File: src/rtl/ldf_pkg.sv
package ldf_pkg;

	localparam int BYTE_W              = 8;
	localparam int INDEX_W             = 6;
	localparam int DEF_MAX_ENTRIES     = 64;
	localparam int DEF_MAX_LINE_LENGTH = 128;

	typedef struct packed {
		logic valid;
		logic first;
		logic last;
		logic kept;
		logic absorbed;
		logic found;
	} beat_ctl_t;

endpackage

File: src/rtl/ldf_cell.sv
module ldf_cell import ldf_pkg::*; #(
	parameter  int MAX_LINE_LENGTH = DEF_MAX_LINE_LENGTH,
	parameter  int MAX_ENTRIES     = DEF_MAX_ENTRIES,
	parameter  int CELL_ID         = 0,
	localparam int PW              = $clog2(MAX_LINE_LENGTH),
	localparam int LW              = $clog2(MAX_LINE_LENGTH + 1),
	localparam int IW              = $clog2(MAX_ENTRIES)
) (
	input  logic              clk,
	input  logic              arst_n,
	input  logic              adv,
	input  beat_ctl_t         ctl_in,
	input  logic [BYTE_W-1:0] byte_in,
	input  logic [PW-1:0]     pos_in,
	input  logic [LW-1:0]     len_in,
	input  logic [IW-1:0]     idx_in,
	output beat_ctl_t         ctl_out,
	output logic [BYTE_W-1:0] byte_out,
	output logic [PW-1:0]     pos_out,
	output logic [LW-1:0]     len_out,
	output logic [IW-1:0]     idx_out
);

	logic [BYTE_W-1:0] mem [MAX_LINE_LENGTH];

	beat_ctl_t         ctl_s1;
	logic [BYTE_W-1:0] byte_s1;
	logic [PW-1:0]     pos_s1;
	logic [LW-1:0]     len_s1;
	logic [IW-1:0]     idx_s1;
	logic [BYTE_W-1:0] rd_q;
	logic              match_q;
	logic              filled_q;
	logic [LW-1:0]     slen_q;

	logic cur_match;
	logic hit;
	logic commit;
	logic filled_now;
	logic wr_en;

	always_comb begin
		cur_match = (ctl_s1.kept ? (rd_q == byte_s1) : 1'b1) && (ctl_s1.first || match_q);
		hit       = ctl_s1.valid && ctl_s1.last && filled_q && cur_match && (slen_q == len_s1);
		commit    = ctl_s1.valid && ctl_s1.last && !filled_q && !ctl_s1.absorbed
			&& !ctl_s1.found;
		// a line closing here claims the slot before the next beat can write it
		filled_now = filled_q || commit;
		wr_en      = ctl_in.valid && ctl_in.kept && !filled_now && !ctl_in.absorbed;

		ctl_out          = ctl_s1;
		ctl_out.absorbed = ctl_s1.absorbed || !filled_q;
		ctl_out.found    = ctl_s1.found || hit;
		byte_out         = byte_s1;
		pos_out          = pos_s1;
		len_out          = len_s1;
		idx_out          = ((hit && !ctl_s1.found) || commit) ? IW'(CELL_ID) : idx_s1;
	end

	always_ff @(posedge clk) begin
		if (adv) begin
			if (wr_en) begin
				mem[pos_in] <= byte_in;
			end
			rd_q <= mem[pos_in];
		end
	end

	always_ff @(posedge clk) begin
		if (adv) begin
			byte_s1 <= byte_in;
			pos_s1  <= pos_in;
			len_s1  <= len_in;
			idx_s1  <= idx_in;
			if (commit) begin
				slen_q <= len_s1;
			end
		end
	end

	always_ff @(posedge clk or negedge arst_n) begin
		if (!arst_n) begin
			ctl_s1   <= '0;
			match_q  <= 1'b0;
			filled_q <= 1'b0;
		end else if (adv) begin
			ctl_s1 <= ctl_in;
			if (ctl_s1.valid) begin
				match_q <= cur_match;
			end
			if (commit) begin
				filled_q <= 1'b1;
			end
		end
	end

endmodule

File: config.mk
export PLATFORM = sky130hd
export DESIGN_NAME = ldf_cell
export DESIGN_NICKNAME = d
export VERILOG_FILES = /design/src/rtl/ldf_pkg.sv /design/src/rtl/ldf_cell.sv
export SDC_FILE = /design/constraint.sdc
export NUM_CORES = 1
export LEC_CHECK = 0
export ABC_AREA = 1
export BUFFER_PORTS_ARGS = -buffer_cell sky130_fd_sc_hd__buf_2
export CORE_ASPECT_RATIO = 1.2
export CORE_MARGIN = 4
export CORE_UTILIZATION = 35
export CTS_CLUSTER_DIAMETER = 50
export CTS_CLUSTER_SIZE = 14
export DETAILED_ROUTE_END_ITERATION = 7
export SLEW_MARGIN = 20
export SYNTH_ARGS = -nofsm -noshare
export SYNTH_HDL_FRONTEND = slang
export SYNTH_SLANG_ARGS = --single-unit
File: constraint.sdc
create_clock -name clk -period 2.65 [get_ports clk]
set_clock_uncertainty 0.2 [all_clocks]
set_input_delay 0.265 -clock clk [delete_from_list [all_inputs] [get_ports clk]]
set_output_delay 0.265 -clock clk [all_outputs]
set_load 0.01 [all_outputs]
==> impl_metrics.ini <==
[status]
outcome = finished, violations left
violations = negative setup slack

[logic_synthesis]
synth_fp_nets = 4570
synth_top_area_cell = edfxtp_1
ys_warn_count = 0
synth_top_area_share_pct = 70.2
syn_avg_cell_area_um2 = 10.1
ys_ff_latch = 1077
netlist_area_um2 = 45700
synth_cell_type_count = 28
synth_cells = 4532
synth_edf_count = 1069
synthTopCellsByCount = nand2_1 (2808), edfxtp_1 (1069), nor2_1 (254)
ys.flop_type = edfxtp_1
synth_area_leaders = edfxtp_1 (70%), nand2_1 (23%), nor2_1 (2.1%)
synthArstFlopShare_pct = 0.743
yosysMostFrequentCell = nand2_1
synth-seq-area-share_pct = 70.6

[drt]
wire_per_inst_um = 18.1
drtIter0Drc = 2730
routed_wl_um = 119000
first_pass_iters = 5
vias = 31200
drc = 0
drtAntennaViolNets = 0
viasPerCell = 4.74

[final_layout]
nFillCells = 12200
antenna_cells = 0
multi_input_area_um2 = 12100
area.sequential_um2 = 32300
layout-drive-gt1-share_pct = 11.1
fin_nets = 4856
area_delta_synth_final_pct = 18.0

[setup_path]
crit_slowest_cell = edfxtp_1
critPathBufInv = 2
crit_chain = inv_1, or2_4, nand3_1, nor2_1, nand2_2, nand2_2, nand4_1, nand2_4, nor2_1, buf_2
crit_family = simple AND/OR/NAND/NOR gates
crit_required_ns = 2.18
start_kind = flip-flop
path_max_fanout = 6
critical-path-max-stage-delay_ns = 0.41
critPathArrivalTime_ns = 2.28
cp-end-kind = output port
critical_path_class = reg -> out

[floorplan]
die_w_um = 338
ioPinCount = 73
core_area_um2 = 130000
rows = 145
start_util_pct = 35.2
die_h_um = 404
dieArea_um2 = 137000

[timing]
rsz0062_at_grt = yes
setup_slack_ns = -0.0908
hold_viol = 0
tightest_slew_ns = 0.855
finalMaxSlewViolations = 0
layout_min_cycle_time_ns = 2.74
max_freq_ghz = 0.365
fin_crit_sh_pct = 103
slew_headroom_pct = 43.0
final-setup-viol-count = 6

[global_routing]
gr-total-overflow = 0
gr-usage-all-layers_pct = 17.4
grt_pass1_wl_um = 182000
grt_max_degree = 130
antenna_found_initial = 0
grt_pass1_vias = 30500

[run]
maxCapViolations = 0

[placement]
dp_hpwl_um = 72000
gp_congestion = 0.854
io_buffer_count = 72
post-place-ws_ns = 0.0845

[clock_tree]
cts-htree-levels = 3
cts_num_sinks = 1077
clkTransAtPathRegs_ns = 0.06
cts_tree = built
cts_made_buffers = 107
clk_latency_ns = 0.73
cts-root-buf = clkbuf_16
cts_buffer_depth = 3

[pwr]
p_leak_nw = 22.6
ir_drop_mv = 0.517
p_per_area_nw_per_um2 = 680
totalPowerFinal_mw = 36.7

[worst_hold_path]
holdCritPathClass = in -> reg
-- registers in the layout, indices dropped and copies added, names as in the netlist --
| register | flops |
|---|---|
| byte_out | 8 |
| ctl_out | 4 |
| ctl_s1 | 2 |
| filled_q | 1 |
| idx_s1 | 6 |
| len_out | 8 |
| match_q | 1 |
| mem | 1024 |
| pos_out | 7 |
| rd_q | 8 |
| slen_q | 8 |
-- final timing paths --
check,from,to,slack (ns),cells past startpoint
worst max-delay path,byte_out[4]$_DFFE_PP_,idx_out[3],-0.09,10
worst min-delay path,pos_in[2],pos_out[2]$_DFFE_PP_,0.05,3
worst max register to register,ctl_out[5]$_DFFE_PN0P_,mem[2][3]$_DFFE_PP_,0.20,10
worst min register to register,len_out[2]$_DFFE_PP_,slen_q[2]$_DFFE_PP_,0.31,0
max in group asynchronous,arst_n,match_q$_DFFE_PN0P_,1.59,3
min in group asynchronous,arst_n,ctl_s1[0]$_DFFE_PN0P_,0.34,3
-- repair_timing --
item | in CTS | in global routing
pin swaps | 15 | 7
hold endpoints to repair | 491 | 0
endpoints found under the setup margin | 7 | 24
hold buffers | 51 | 0
buffers inserted | 6 | 3
gates resized for setup | 9 | 9
-- placed cells by master (no fill, tap or decap), types with 2 or more instances in the layout --
cell type and n:
clkinv_4 5, or2_0 3, buf_2 61, clkbuf_16 107, inv_8 4, nand3_2 5, inv_6 8, clkinv_1 8
buf_12 48, xnor2_1 3, dfrtp_1 8, or2_1 4, o211ai_1 4, clkinvlp_4 7, nand3_1 31, buf_4 234
or2_4 4, xor2_1 2, clkinv_8 5, inv_1 81, clkbuf_1 8, clkinv_2 13, or2_2 5, o21ai_0 8
nor2_1 247, edfxtp_1 1069, bufinv_16 12, nand2_2 2, a21oi_1 7, clkinv_16 4, nand2_1 2805, dlygate4sd3_1 51
nand4_1 5, nor2_2 10
-- where the power goes --
part	internal (mW)	switching [mW]
Clock	8.67	6.82
Combinational	0.724	1.68
Sequential	18.8	0.0387
Total	28.2	8.54
-- metal layers --
metal  wire (um)  global-route usage [%]
met2       57800                    29.2
met4        3460                    6.06
met3        6870                    2.38
met1       50700                    23.1
met5           0                       0
-- metrics by stage --
step	hold slack, ns	instance area, um^2	TNS, ns	utilization (%)	instances
2_1_floorplan	-0.231	45700	0	-	4532
5_1_grt	0.0353	54000	-1.23	41.5	6579
3_5_place_dp	-0.0794	49800	0	38.3	6339
6_report	0.0533	54000	-0.475	41.5	6579
4_1_cts	0.00136	53900	-0.771	41.5	6576
3_3_place_gp	-0.0840	49800	0	38.3	6339
-- tightest hold or removal path: stages --
cell,delay (ns)
buf_4,0.15
buf_12,0.17
buf_12,0.19
-- cells by family after synthesis --
kind of cell	synth area share (%)
AOI/OAI and AO/OA	0.287
and+or+nand+nor	25.9
xor gates and xnor gates	0.0958
buffers and inverters	3.10
DFF	70.6
-- area by class of cell --
class	instances	area share, %
Clock inverter	65	1.59
Multi-Input combinational cell	3151	22.4
Timing Repair Buffer	397	6.62
Clock buffer	115	5.02
Tap cell	1690	3.92
Inverter	84	0.633
Sequential cell	1077	59.8
(Power assumes the default switching activity.)
