==> src/rtl/ldf_pkg.sv <==
package ldf_pkg;

	localparam int BYTE_W              = 8;
	localparam int INDEX_W             = 6;
	localparam int DEF_MAX_ENTRIES     = 64;
	localparam int DEF_MAX_LINE_LENGTH = 128;

	typedef struct packed {
		logic valid;
		logic first;
		logic last;
		logic kept;
		logic absorbed;
		logic found;
	} beat_ctl_t;

endpackage

==> src/rtl/ldf_front.sv <==
module ldf_front import ldf_pkg::*; #(
	parameter  int MAX_LINE_LENGTH = DEF_MAX_LINE_LENGTH,
	parameter  int MAX_ENTRIES     = DEF_MAX_ENTRIES,
	localparam int PW              = $clog2(MAX_LINE_LENGTH),
	localparam int LW              = $clog2(MAX_LINE_LENGTH + 1),
	localparam int IW              = $clog2(MAX_ENTRIES)
) (
	input  logic              clk,
	input  logic              arst_n,
	input  logic              adv,
	input  logic              in_valid,
	input  logic [BYTE_W-1:0] in_byte,
	input  logic              in_end,
	output beat_ctl_t         ctl,
	output logic [BYTE_W-1:0] byte_o,
	output logic [PW-1:0]     pos,
	output logic [LW-1:0]     len,
	output logic [IW-1:0]     idx
);

	logic [LW-1:0] cnt_q;
	logic          kept;

	// position within the current line, saturates at the maximum length
	assign kept = cnt_q < LW'(MAX_LINE_LENGTH);

	always_comb begin
		ctl          = '0;
		ctl.valid    = in_valid && (kept || in_end);
		ctl.first    = cnt_q == '0;
		ctl.last     = in_end;
		ctl.kept     = kept;
		ctl.absorbed = 1'b0;
		ctl.found    = 1'b0;
		byte_o       = in_byte;
		pos          = cnt_q[PW-1:0];
		len          = kept ? cnt_q + LW'(1) : cnt_q;
		idx          = '0;
	end

	always_ff @(posedge clk or negedge arst_n) begin
		if (!arst_n) begin
			cnt_q <= '0;
		end else if (adv && in_valid) begin
			if (in_end) begin
				cnt_q <= '0;
			end else if (kept) begin
				cnt_q <= cnt_q + LW'(1);
			end
		end
	end

endmodule

==> config.mk <==
export PLATFORM = sky130hd
export DESIGN_NAME = ldf_front
export DESIGN_NICKNAME = d
export VERILOG_FILES = /design/src/rtl/ldf_pkg.sv /design/src/rtl/ldf_front.sv
export SDC_FILE = /design/constraint.sdc
export NUM_CORES = 1
export LEC_CHECK = 0
export ABC_AREA = 1
export BUFFER_PORTS_ARGS = -buffer_cell sky130_fd_sc_hd__buf_2
export CORE_MARGIN = 2
export CORE_UTILIZATION = 41
export CTS_BUF_LIST = sky130_fd_sc_hd__clkbuf_4 sky130_fd_sc_hd__clkbuf_8 sky130_fd_sc_hd__clkbuf_16
export DETAILED_ROUTE_END_ITERATION = 7
export PLACE_DENSITY_LB_ADDON = 0.25
export SLEW_MARGIN = 10
export SYNTH_ARGS = -nofsm -noshare
export SYNTH_HDL_FRONTEND = slang
export SYNTH_SLANG_ARGS = --single-unit
==> constraint.sdc <==
create_clock -name clk -period 1.7 [get_ports clk]
set_clock_uncertainty 0.2 [all_clocks]
set_input_delay 0.34 -clock clk [delete_from_list [all_inputs] [get_ports clk]]
set_output_delay 0.34 -clock clk [all_outputs]
set_load 0.02 [all_outputs]
==> results.md, run 1 <==
- Post-synth EDFFs: 0
- Hold path cells: 4
- Peak VDD IR: around 0.52 mV
- Final setup vio count: 10
- Violated checks: setup timing
- CP Class: register to output port
- Multi-input gate area: 410 um2
- Worst-path fanout max: 5
- Via/cell ratio: 4.47
- PwrDens: ~700 mW/mm2
- Die Y: about 47 um
- Ys Warns: 0
- #FFs+latches synth: 8
- Mean Syn Cell Area: 7.29 um2
- CTS tree: yes
- Syn Std Cell Area: 751 um2
- Yosys top cell area share: 0.267
- Share of cells above drive strength 1: 0.566
- Netlist cell types: 23
- Cell taking the most area after synthesis: dfrtp_1
- ANT cells: 0
- First-pass GRT wire length: roughly 2.5 mm
- I/O pins: 48
- FF/Latch Area: approximately 200 um2
- Final WL: approximately 1.8 mm
- DPL Wire Length: 1.22 mm
- Total core area: between 0.0015 and 0.002 mm2
- Initial Utilization: 0.435
- Fin. max-slew vios: 0
- Reg2Reg Capture Point: cnt_q[2]
- Hold EP: cnt_q[4]
- Max-cap violations: 0
- Setup crit start kind: register
- # fillers: 169
- Worst setup EP type: output port
- Worst r2r path cells: 12
- Finished Layout Cells: 154
- Die Area: 0.00219 mm2
- Hold crit path type: input pin to register
- Fin Hold WS: 0.203 ns
- Hold_sp: in_end
- Final Hold Vio Count: 0
- Clock Latency Late Sink: 0.26 ns
- Clock Tree Buf Depth: 2
- Total gr overflow: 0
- Prevailing post-synth register cell: dfrtp_1
- Fmax: about 510 MHz
- H-tree depth: 1
- NumNets Final: 146
- Largest register by flop count: cnt_q
- Placed cells: between 100 and 150
- Sink Count: 8
- Clock transition at path regs: about 0.06 ns
- FF-to-FF setup slack: -0.09 ns
- Main area contributors after synthesis: dfrtp_1 (27%), buf_4 (25%), nand2_1 (13%)
- Port Buffer Count: 23
- Tot GR Track Use: 0.176
- Antenna violations before repair: 0
- Period utilization: 1.16
- Critical Path RT: between 1 and 1.5 ns
- Leak pwr: ~0.57 nW
- Routability cong.: 0.790
- Post-synthesis sequential area ratio: 0.267
- Cts bufs inserted: 3
- Mapped Cells: ~100
- Asr flop ratio synth: 1.00
- Clk root buf: clkbuf_4
- Setup ws final: -0.272 ns
- Remaining DRCs: 0
- FP Rows: 15
- Crit Reg-Reg Startpoint: cnt_q[7]
- DRT antenna net count: 0
- Final worst path period need: a little under 2 ns
- Avg WL per Cell: 11.6 um
- Layout Area Growth over Synthesis: 42.7%
- Top flop regs: cnt_q x8
- Status: complete, but fails checks
- Largest net degree at the start of global routing: 9
- Via count: between 600 and 700
- Final core utilization: 0.620
- Max reg flops: 8
- RSZ-0062 raised after global routing: yes
- Arrival time at the worst endpoint: roughly 1.4 ns
- Vias in the first global route: 601
- Drt pass-1 iters: 4
- DIE WIDTH: between 40 and 50 um
- Detailed Route Iter0 Violations: 7
[kinds of logic after synthesis]
kind of cell	Yosys count	share of synthesized area
other	1	0.00500
DFF	8	0.267
and+or+nand+nor	41	0.265
buffers and inverters	41	0.340
adders and majority gates	2	0.0333
xor gates and xnor gates	1	0.0117
AOI/OAI and AO/OA	9	0.0783
[worst max-delay path, stage by stage (launching register included)]
cell and delay [ns]:
dfrtp_1 0.42, buf_6 0.16, inv_4 0.06, ha_4 0.13, nand3_2 0.08, nor4_2 0.15, buf_4 0.18
[layout by cell type (no fill, tap or decap), types with 2 or more instances in the layout]
cell type / n
buf_2: 13
buf_4: 12
buf_6: 16
clkbuf_4: 3
conb_1: 8
dfrtp_1: 8
ha_4: 2
inv_1: 8
inv_2: 5
inv_4: 2
nand2_1: 17
nand2_2: 8
nand3_1: 3
nand3_2: 2
nand4_1: 4
nor2_4: 2
o21ai_0: 2
[repair_timing]
action,4_1_cts,5_1_grt
endpoints found under the hold margin,8,0
setup buffers,9,4
resized for setup,28,30
pin swaps,5,14
hold buffers,1,0
cloned,0,0
endpoints found under the setup margin,9,11
[power by group]
| group | switching (mW) | internal [mW] | leakage (nW) | total (mW) |
|---|---|---|---|---|
| Clock | 0.0690 | 0.0811 | 0.0138 | 0.150 |
| Combinational | 0.194 | 0.174 | 0.450 | 0.367 |
| Sequential | 0.0160 | 0.203 | 0.109 | 0.219 |
[stage by stage]
| step | total power, mW | TNS, ns | instance area (um2) | setup slack (ns) |
|---|---|---|---|---|
| 2_1_floorplan | 0.422 | -0.0346 | 785 | -0.0346 |
| 3_3_place_gp | 0.444 | -0.0575 | 777 | -0.0428 |
| 3_5_place_dp | 0.446 | -0.121 | 777 | -0.0592 |
| 4_1_cts | 0.682 | -1.63 | 961 | -0.294 |
| 5_1_grt | 0.773 | -2.70 | 1070 | -0.376 |
| 6_report | 0.736 | -1.82 | 1070 | -0.272 |
[worst max path at each step]
stage,to,startpoint
2_1_floorplan,len[4],cnt_q[0]
3_3_place_gp,ctl[4],cnt_q[1]
3_5_place_dp,len[6],cnt_q[0]
4_1_cts,len[6],cnt_q[0]
5_1_grt,len[6],cnt_q[0]
6_report,ctl[4],cnt_q[0]
[per-layer routing]
layer / part of all wire / up-vias / track usage / wire length, um
met5: 0 / - / 0 / 0
met2: 0.52 / 31 / 0.293 / 924
met1: 0.40 / 308 / 0.191 / 713
li1: - / 345 / - / -
met4: 0.029 / 0 / 0.161 / 52
met3: 0.051 / 4 / 0.0231 / 91
[layout make-up]
| type | count | share of cell area |
|---|---|---|
| Multi-Input combinational cell | 61 | 0.383 |
| Sequential cell | 8 | 0.187 |
| Clock buffer | 3 | 0.0210 |
| Tap cell | 25 | 0.0292 |
| Timing Repair Buffer | 42 | 0.322 |
| Inverter | 15 | 0.0572 |
[synth_stat cells, types with 2 or more instances]
library cell and instances:
nand3_1 5, nand2_1 26, inv_1 14, ha_1 2, dfrtp_1 8, o22ai_1 2, o21ai_0 3, nand4_1 4
buf_4 25
Note: power is estimated with default switching activity, not from simulation.
==> run 2: changes to the inputs <==
- RECOVER_POWER: not set -> 25
==> run 2 against run 1 <==
Against the previous run: the run still ends with setup timing left; wire length is 0.34% lower; critical path depth did not move; cell area shrank 0.12%; sequential power about the same; sequential cell count unchanged; via count grew 0.15%; setup slack barely moved; total power barely moved; clock power about the same; critical path type unchanged; largest cell class unchanged.
==> results.md, run 2 (same netlist as run 1, synthesis figures left out) <==
- Status: complete, but fails checks
- Violated checks: setup timing
- PwrDens: roughly 690 mW/mm2
- Worst r2r path cells: 12
- Clock Tree Buf Depth: 2
- Total Power: roughly 740 uW
- Reg2Reg Capture Point: cnt_q[2]
- Setup crit start kind: register
- Peak VDD IR: 0.514 mV
- Fin. max-slew vios: 0
- Vias in the first global route: ~600
- Layout Area Growth over Synthesis: 42.5%
- Detailed Route Iter0 Violations: 6
- Most frequent cells in the layout: nand2_1 (17), buf_6 (16), buf_2 (12), buf_4 (12)
- Crit path to: ctl[4]
- I/O pins: 48
- Via/cell ratio: approximately 4.5
- FP Rows: 15
- First-pass GRT wire length: 2.55 mm
- Cts bufs inserted: 3
- Remaining DRCs: 0
- Avg WL per Cell: ~12 um
- Final setup vio count: 10
- Leak pwr: around 0.57 nW
- Max reg flops: 8
- Max-cap violations: 0
- NumNets Final: around 150
- Share of cells above drive strength 1: 0.558
- Fmax: between 500 and 600 MHz
- Critical Path RT: ~1.2 ns
- Worst-path fanout max: 5
- H-tree depth: 1
- Final worst path period need: 1.97 ns
- Total gr overflow: 0
- DIE WIDTH: between 40 and 50 um
- CP startpoint: cnt_q[0]
- CTS tree: yes
- Clock Latency Late Sink: around 0.26 ns
- Tot GR Track Use: 0.176
- FF-to-FF setup slack: -0.10 ns
- Largest net degree at the start of global routing: 9
- Routability cong.: 0.790
- Arrival time at the worst endpoint: 1.43 ns
- Largest register by flop count: cnt_q
- Hold crit path type: input pin to register
- Setup ws final: -0.272 ns
- Clk root buf: clkbuf_4
- DPL Wire Length: between 1 and 1.5 mm
- DRT antenna net count: 0
- Final instance area: approximately 0.0011 mm2
- Final WL: roughly 1.8 mm
- Crit Reg-Reg Startpoint: cnt_q[7]
- Final Hold Vio Count: 0
- Die Y: ~47 um
- Sink Count: 8
- Clock transition at path regs: about 0.060 ns
- Period utilization: 1.16
- Total core area: between 0.0015 and 0.002 mm2
- Via count: a little under 700
- Worst setup EP type: output port
- Antenna violations before repair: 0
- RSZ-0062 raised after global routing: yes
- Die Area: around 0.0022 mm2
- Most common cell after layout, fill and taps aside: nand2_1
- Initial Utilization: 0.435
- Fin Hold WS: approximately 0.2 ns
- Top flop regs: cnt_q x8
- Drt pass-1 iters: 2
- CP Class: register to output port
- ANT cells: 0
- Port Buffer Count: 23
- Dpl cell area: ~800 um2
- # fillers: 170
[run 2: cell count changes in the layout (fill, tap and decap cells not counted), sizes merged]
cell,previous run,this run
buf,41,40
clkbuf,3,4
[run 2: power by group]
group | total, mW | switching, mW | internal [mW]
clock | 0.150 | 0.0687 | 0.0811
sequential | 0.219 | 0.0160 | 0.203
combinational | 0.367 | 0.194 | 0.173
[run 2: critical path, cell delays in order, from the launching register on]
cell     delay, ns
dfrtp_1       0.42
buf_6         0.16
inv_4         0.06
ha_4          0.13
nand3_2       0.08
nor4_2        0.15
buf_4         0.18
[run 2: how the worst min path moves through the flow]
stage | from | to | slack (ns) | depth (start not counted)
floorplan | arst_n | cnt_q[0] | -0.16 | 0
global placement | arst_n | cnt_q[7] | -0.003 | 1
detailed placement | arst_n | cnt_q[7] | 0.002 | 1
CTS | in_end | cnt_q[4] | 0.20 | 4
global route | in_end | cnt_q[4] | 0.23 | 4
finish | in_end | cnt_q[4] | 0.20 | 4
[run 2: what timing repair did]
action,4_1_cts,5_1_grt
hold endpoints to repair,8,0
hold buffers,1,0
endpoints found under the setup margin,9,11
gates cloned,0,0
setup buffers,9,4
pin swaps,5,14
gates resized for setup,28,30
[run 2: layer usage]
layer / vias to the layer above / part of all wire / global-route usage
met5: - / 0 / 0
met4: 0 / 0.040 / 0.161
met1: 307 / 0.40 / 0.191
met2: 31 / 0.51 / 0.293
li1: 345 / - / -
met3: 6 / 0.049 / 0.0231
[run 2: per-stage QoR]
step	utilization	cells	setup WS (ns)	TNS (ns)
2_1_floorplan	-	110	-0.0346	-0.0346
3_3_place_gp	0.450	138	-0.0428	-0.0575
3_5_place_dp	0.450	138	-0.0592	-0.121
4_1_cts	0.557	151	-0.294	-1.63
5_1_grt	0.620	154	-0.376	-2.70
6_report	0.620	154	-0.272	-1.82
[run 2: final cells by class]
type                    instances  area [um2]  share of cell area
multi-input cells              61         410               0.384
repair buffers                 42         344               0.322
flip-flops and latches          8         200               0.187
inverters                      15        61.3              0.0573
well taps                      25        31.3              0.0292
clock buffers                   3        22.5              0.0211
